File: src/hdl/psv_pkg.sv
`timescale 1ns / 1ps

package psv_pkg;

  localparam logic [31:0] CRC_POLY = 32'hEDB88320;
  localparam logic [31:0] CRC_INIT = 32'hFFFFFFFF;
  localparam logic [31:0] MAGIC_WORD = 32'h3243474D;

  localparam logic [11:0] POS_STORED = 12'd4;
  localparam logic [11:0] POS_CARD_LEN = 12'd8;
  localparam logic [11:0] POS_FIRST_LEN = 12'd10;
  localparam logic [11:0] POS_SECOND_LEN = 12'd12;
  localparam logic [11:0] POS_RESERVED = 12'd14;
  localparam logic [11:0] HEADER_END = 12'd16;
  localparam logic [11:0] POS_KIND_END = 12'd18;
  localparam logic [11:0] POS_CARD_FLAGS = 12'd24;
  localparam logic [11:0] POS_CARD_PAD = 12'd25;
  localparam logic [11:0] BLOCK_START = 12'd26;
  localparam logic [11:0] BLOCK_STOP = 12'd346;
  localparam logic [11:0] CARD_END = 12'd348;
  localparam logic [11:0] POS_MAX = 12'd4095;

  localparam logic [15:0] CARD_LEN = 16'd332;
  localparam logic [15:0] KIND_MIN = 16'd1000;
  localparam logic [15:0] KIND_MAX = 16'd1002;
  localparam logic [15:0] MIN_SCRIPT = 16'd6;

  localparam logic [5:0] BLOCK_LAST = 6'd39;

  localparam logic [7:0] SCRIPT_OPCODE = 8'hB8;
  localparam logic [7:0] BLOCK_MARKER = 8'hFF;

  localparam logic [2:0] REGION_HEADER = 3'd0;
  localparam logic [2:0] REGION_CARD = 3'd1;
  localparam logic [2:0] REGION_FIRST = 3'd2;
  localparam logic [2:0] REGION_SECOND = 3'd3;
  localparam logic [2:0] REGION_EXCESS = 3'd4;

  typedef struct packed {
    logic [7:0] echo_byte;
    logic [2:0] region;
    logic done_res;
    logic valid_res;
    logic [31:0] parcel_id;
    logic [10:0] first_len;
    logic [10:0] second_len;
  } psv_result_t;

endpackage

File: src/hdl/psv_crc_byte.sv
`timescale 1ns / 1ps

module psv_crc_byte import psv_pkg::*; (
  input  logic [31:0] crc_in,
  input  logic [7:0]  data_in,
  output logic [31:0] crc_out
);

  always_comb begin
    logic [31:0] c;
    c = crc_in ^ {24'd0, data_in};
    for (int i = 0; i < 8; i++) begin
      c = (c >> 1) ^ (c[0] ? CRC_POLY : 32'd0);
    end
    crc_out = c;
  end

endmodule

File: config.mk
export PLATFORM = sky130hd
export DESIGN_NAME = psv_crc_byte
export DESIGN_NICKNAME = d
export VERILOG_FILES = /design/src/hdl/psv_pkg.sv /design/src/hdl/psv_crc_byte.sv
export SDC_FILE = /design/constraint.sdc
export NUM_CORES = 1
export LEC_CHECK = 0
export BUFFER_PORTS_ARGS = -buffer_cell sky130_fd_sc_hd__buf_4
export CORE_ASPECT_RATIO = 0.7
export CORE_MARGIN = 2
export CORE_UTILIZATION = 36
export DETAILED_ROUTE_END_ITERATION = 10
export PLACE_DENSITY = 0.8
export SYNTH_ARGS = -nofsm -noshare
export SYNTH_HDL_FRONTEND = slang
export SYNTH_SLANG_ARGS = --single-unit
File: constraint.sdc
create_clock -name vclk -period 1.15
set_input_delay 0 -clock vclk [all_inputs]
set_output_delay 0 -clock vclk [all_outputs]
set_load 0.03 [all_outputs]
==> run_results.csv, run 1 <==
group,metric,value,unit
status,outcome,"stopped before the end",
status,lastStage,"clock tree synthesis (4_1_cts)",
status,toolErrorMsg,"[ERROR DPL-0038] Utilization greater than 100%, impossible to legalize",
clock_tree,postCtsSetupBuffers,15,
floorplanning,die_h,43.77,um
place,place_area,1892,sq um
logic_synthesis,syn_nets,110,
floorplanning,ios,72,
logic_synthesis,syn_avg_cell_area,11.62,sq um
logic_synthesis,ys_seq_area_share,0,%
logic_synthesis,synth_common_cells,"xnor2_1 (39), xor2_1 (16), xnor2_4 (5), xnor2_2 (3), xor2_2 (3)",
logic_synthesis,yosys-top-cells-area,"xnor2_1 (42%), xor2_1 (17%), xnor2_4 (17%), xnor2_2 (6.0%), xor2_2 (6.0%)",
logic_synthesis,synth_top_family_by_area,"XOR/XNOR gates",
logic_synthesis,synth_mux_area_share,0,%
floorplanning,start_util,38.06,%
place,dp_hpwl,2297,um
place,portBuffers,72,
logic_synthesis,synth_top_area_share,42.00,%
logic_synthesis,synth_top_cell_by_area,"xnor2_1",
clock_tree,hold_buffers,0,
logic_synthesis,synth-xor-area-share,100.0,%
logic_synthesis,syn-instance-count,70,
logic_synthesis,synth_cell_types,8,
logic_synthesis,synth.most_common_cell,"xnor2_1",
floorplanning,rows,14,
logic_synthesis,yosys.area_share.simple,0,%
place,place_ws,-0.3499,ns
place,gp_congestion,0.6698,
logic_synthesis,ys_warn_count,0,
clock_tree,cts-resized-gates,103,
floorplanning,die_x,60.81,um
logic_synthesis,synth_compound_area_share,0,%
logic_synthesis,synth_area,813.3,sq um
logic_synthesis,yosys.area_share.adder,0,%
## logic make-up after synthesis
| logic type | after synthesis |
|---|---|
| xor gates and xnor gates | 70 |
## through the flow
| stage | utilization, % | setup TNS (ns) | cells |
|---|---|---|---|
| floorplan | - | -1.896 | 70 |
| global placement | 88.52 | -4.207 | 208 |
| detailed placement | 88.52 | -4.822 | 208 |
==> run 2: changes to the inputs <==
--- a/config.mk
+++ b/config.mk
@@ -6,11 +6,10 @@
 export NUM_CORES = 1
 export LEC_CHECK = 0
 export BUFFER_PORTS_ARGS = -buffer_cell sky130_fd_sc_hd__buf_4
-export CORE_ASPECT_RATIO = 0.7
-export CORE_MARGIN = 2
-export CORE_UTILIZATION = 36
+export CORE_AREA = 2 2 63 65
 export DETAILED_ROUTE_END_ITERATION = 10
-export PLACE_DENSITY = 0.8
+export DIE_AREA = 0 0 65 67
+export PLACE_DENSITY_LB_ADDON = 0.15
 export SYNTH_ARGS = -nofsm -noshare
 export SYNTH_HDL_FRONTEND = slang
 export SYNTH_SLANG_ARGS = --single-unit
==> constraint.sdc (replaced) <==
create_clock -name vclk -period 1.5
set_input_delay 0 -clock vclk [all_inputs]
set_output_delay 0 -clock vclk [all_outputs]
set_load 0.03 [all_outputs]
==> run_results.csv, run 2 <==
group,metric,value,unit
floorplanning,die_area,4355,sq um
cells_and_area,final_common_cell,"buf_4",
job,drv_cap,0,
logic_synthesis,ys_warn_count,0,
detailed_routing,drc,0,
setup_path,required,1.50,ns
power,intPower,1.043,mW
timing,rsz0062_at_grt,"no",
setup_path,critPathTopFamily,"XOR/XNOR gates",
setup_path,crit_chain,"buf_4 > xor2_1 > xnor3_2 > xor2_1 > xnor2_2 > buf_4",
power,swShare,56.56,%
floorplanning,ios,72,
timing,fmax,714.1,MHz
clock_tree,postCtsSetupBuffers,0,
logic_synthesis,synth_cell_types,8,
detailed_routing,wl_per_cell,10.07,um
hold_path,hold_path_class,"input pin to output pin",
setup_path,slowest_delay,0.52,ns
cells_and_area,seq_cell_count,0,
timing,setup_viol,0,
logic_synthesis,synth_top_cell_by_area,"xnor2_1",
detailed_routing,vias,729,
power,vdd_drop_max,0.6329,mV
timing,fin_crit_sh,93.36,%
logic_synthesis,syn-instance-count,70,
cells_and_area,fin_util,42.99,%
detailed_routing,first_pass_iters,2,
timing,relSlewSlack,79.50,%
timing,setup_ws,0.09954,ns
clock_tree,cts-resized-gates,0,
timing,finalHoldViolations,0,
power,p_sw,1.359,mW
detailed_routing,wl_met2,1104,um
floorplanning,die_x,65,um
logic_synthesis,synth.most_common_cell,"xnor2_1",
logic_synthesis,synth_common_cells,"xnor2_1 (39), xor2_1 (16), xnor2_4 (5), xnor2_2 (3), xor2_2 (3)",
setup_path,cp-start-kind,"input pin",
place,place_inst,203,
floorplanning,rows,22,
cells_and_area,register_area,0,sq um
detailed_routing,wirelength,2045,um
floorplanning,die_h,67,um
place,dp_hpwl,1917,um
place,portBuffers,72,
setup_path,critPathMaxFanout,3,
logic_synthesis,yosys-top-cells-area,"xnor2_1 (42%), xor2_1 (17%), xnor2_4 (17%), xnor2_2 (6.0%), xor2_2 (6.0%)",
setup_path,critPathBufInv,2,
global_route,grt_use_total,9.107,%
detailed_routing,wl_met3,221,um
floorplanning,start_util,22.55,%
cells_and_area,fin_cells,203,
timing,fin_crit,1.400,ns
detailed_routing,vias_per_cell,3.591,
status,outcome,"finished, final reports clean",
timing,slew_violations,0,
setup_path,cpMaxStageDelayCell,"xnor3_2",
power,pwr-share-seq,0,%
cells_and_area,drive_gt1_share,67.10,%
detailed_routing,wl_met1,720,um
detailed_routing,ant_nets,0,
timing,worstMarginPinSlew,0.3072,ns
timing,timing.hold.ws,0.2951,ns
logic_synthesis,ys_seq_area_share,0,%
detailed_routing,routed.top_layer,"met3",
cells_and_area,antenna_cells,0,
cells_and_area,nets,197,
detailed_routing,drt_iter0_drc,3,
logic_synthesis,syn_nets,110,
place,gp_congestion,0.7043,
logic_synthesis,synth_top_area_share,42.00,%
logic_synthesis,syn_avg_cell_area,11.62,sq um
logic_synthesis,synth_area,813.3,sq um
cells_and_area,mostFrequentLayoutCells,"buf_4 (85), xnor2_1 (36), xor2_1 (14)",
global_route,grt_pass1_vias,744,
timing,fin_setup_tns,0,ns
power,pwr-share-comb,100.0,%
setup_path,crit_arrival,1.40,ns
power,power.density,1550,nW/um^2
power,p_leak,0.7165,nW
place,place_ws,0.04421,ns
global_route,grt_first_pass_wirelength,3201,um
global_route,antenna_found_initial,0,
floorplanning,core,3606,sq um
global_route,overflow,0,
clock_tree,hold_buffers,0,
cells_and_area,final.clkbuf_count,0,
cells_and_area,syn_to_final_growth,90.62,%
power,clock_power_share,0,%
global_route,grt_max_degree,6,
setup_path,crit_type,"input pin to output pin",
setup_path,cp-end-kind,"output pin",
[run 2: cell counts after synthesis]
No cell type changed its count.
[run 2: tightest hold or removal path, stage by stage]
cell and delay [ns]:
buf_4 0.08, xor2_1 0.05, buf_4 0.16
[run 2: area by class of cell]
class | count | area, sq um
Fill cell | 369 | 2056
Timing Repair Buffer | 85 | 638.1
Tap cell | 48 | 60.06
Multi-Input combinational cell | 70 | 852.1
[run 2: metal layers]
metal | vias up | track usage [%]
li1 | 380 | -
met1 | 308 | 9.959
met2 | 41 | 19.46
met3 | 0 | 1.014
met4 | 0 | 0
met5 | - | 0
[run 2: stage by stage]
step	total power, mW	instance area, sq um
2_1_floorplan	1.558	835.8
3_3_place_gp	2.392	1534
3_5_place_dp	2.413	1534
4_1_cts	2.416	1534
5_1_grt	2.533	1550
6_report	2.402	1550
[run 2: logic make-up (layout without fill, tap and decap cells)]
| logic type | count (synthesis) | count (layout) | share of synthesized area, % |
|---|---|---|---|
| xor gates and xnor gates | 70 | 70 | 100.0 |
| buffers and inverters | 0 | 85 | 0 |
[run 2: path summary, 6_finish.rpt]
kind | start | end | slack [ns] | cells after the start
worst min-delay path | crc_in[21] | crc_out[13] | 0.30 | 3
worst max-delay path | data_in[2] | crc_out[19] | 0.1 | 6
[run 2: power by group through the flow]
stage | combinational [mW] | clock [mW] | sequential [mW]
2_1_floorplan | 1.56 | 0 | 0
3_3_place_gp | 2.39 | 0 | 0
3_5_place_dp | 2.41 | 0 | 0
4_1_cts | 2.42 | 0 | 0
5_1_grt | 2.53 | 0 | 0
6_report | 2.40 | 0 | 0
Note: power is estimated with default switching activity, not from simulation.
==> run 3: changes to the inputs <==
--- a/config.mk
+++ b/config.mk
@@ -9,7 +9,9 @@
 export CORE_AREA = 2 2 63 65
 export DETAILED_ROUTE_END_ITERATION = 10
 export DIE_AREA = 0 0 65 67
+export MAX_ROUTING_LAYER = met4
 export PLACE_DENSITY_LB_ADDON = 0.15
+export SLEW_MARGIN = 30
 export SYNTH_ARGS = -nofsm -noshare
 export SYNTH_HDL_FRONTEND = slang
 export SYNTH_SLANG_ARGS = --single-unit
==> run_results.csv, run 3 (synthesis results as in run 2) <==
group,metric,value,unit
status,outcome,"finished, final reports clean",
job,drv_cap,0,
setup_path,cp-end-kind,"output pin",
timing,fin_crit,1.400,ns
global_route,grt_first_pass_wirelength,3201,um
detailed_routing,ant_nets,0,
cells_and_area,final_common_cell,"buf_4",
floorplanning,die_x,65,um
global_route,grt_pass1_vias,744,
hold_path,hold_path_class,"input pin to output pin",
cells_and_area,seq_cell_count,0,
global_route,overflow,0,
timing,relSlewSlack,79.50,%
place,gp_congestion,0.7121,
place,portBuffers,72,
cells_and_area,num-fill-cells,369,
detailed_routing,vias,729,
timing,timing.hold.ws,0.2951,ns
cells_and_area,antenna_cells,0,
floorplanning,start_util,22.55,%
cells_and_area,syn_to_final_growth,90.62,%
power,p_leak,0.7165,nW
floorplanning,die_area,4355,sq um
cells_and_area,final.clkbuf_count,0,
cells_and_area,nets,197,
detailed_routing,wl_per_cell,10.08,um
cells_and_area,mostFrequentLayoutCells,"buf_4 (85), xnor2_1 (36), xor2_1 (14)",
detailed_routing,first_pass_iters,2,
floorplanning,die_h,67,um
detailed_routing,vias_per_cell,3.591,
place,dp_hpwl,1917,um
timing,setup_ws,0.09954,ns
setup_path,required,1.50,ns
floorplanning,rows,22,
detailed_routing,wirelength,2046,um
detailed_routing,drt_iter0_drc,3,
setup_path,cp-start-kind,"input pin",
clock_tree,hold_buffers,0,
cells_and_area,drive_gt1_share,67.10,%
cells_and_area,register_area,0,sq um
timing,fin_crit_sh,93.36,%
global_route,antenna_found_initial,0,
clock_tree,postCtsSetupBuffers,0,
place,place_ws,0.04421,ns
timing,setup_viol,0,
floorplanning,ios,72,
power,vdd_drop_max,0.6332,mV
global_route,grt_max_degree,6,
timing,worstMarginPinSlew,0.3072,ns
setup_path,crit_arrival,1.40,ns
hold_path,hold_depth,3,
power,power.density,1550,nW/um^2
detailed_routing,drc,0,
floorplanning,core,3606,sq um
timing,fmax,714.1,MHz
setup_path,crit_type,"input pin to output pin",
timing,finalHoldViolations,0,
timing,slew_violations,0,
setup_path,critPathMaxFanout,3,
timing,rsz0062_at_grt,"no",
global_route,grt_use_total,9.348,%
-- run 3: cell counts in the layout (fill, tap and decap cells not counted) --
No cell type changed its count.
-- run 3: metrics by stage --
stage	total power, mW	util (%)	cells	cell area, sq um	setup TNS, ns
final	2.402	42.99	203	1550	0
after global routing	2.533	42.99	203	1550	0
after CTS	2.416	42.54	203	1534	0
after detailed placement	2.413	42.54	203	1534	0
after global placement	2.392	42.54	203	1534	0
after floorplan	1.558	-	70	835.8	-0.02119
-- run 3: cell type report --
| cell class | count | area [sq um] | area share [%] |
|---|---|---|---|
| Timing Repair Buffer | 85 | 638.1 | 41.16 |
| Tap cell | 48 | 60.06 | 3.874 |
| Multi-Input combinational cell | 70 | 852.1 | 54.96 |
-- run 3: final timing paths --
kind | slack [ns] | from | to
worst min-delay path | 0.30 | crc_in[21] | crc_out[13]
worst max-delay path | 0.1 | data_in[2] | crc_out[19]
-- run 3: routing by layer --
layer | part of all wire (%) | global-route usage [%] | up-vias
met5 | 0 | - | -
met4 | 0 | 0 | 0
met3 | 9.7 | 0.5068 | 0
met2 | 54 | 19.46 | 41
met1 | 36 | 10.26 | 308
li1 | - | - | 380
-- run 3: repair_timing --
action	in CTS	in global routing
endpoints found under the hold margin	0	0
endpoints found under the setup margin	0	2
resized for setup	0	3
-- run 3: critical path, cell delays in order --
cell     delay, ns
buf_4         0.12
xor2_1        0.19
xnor3_2       0.52
xor2_1        0.24
xnor2_2       0.14
buf_4         0.18
-- run 3: power by group --
group | switching (mW) | leakage (nW) | internal (mW)
logic | 1.36 | 0.716 | 1.04
registers | 0 | 0 | 0
clock network | 0 | 0 | 0
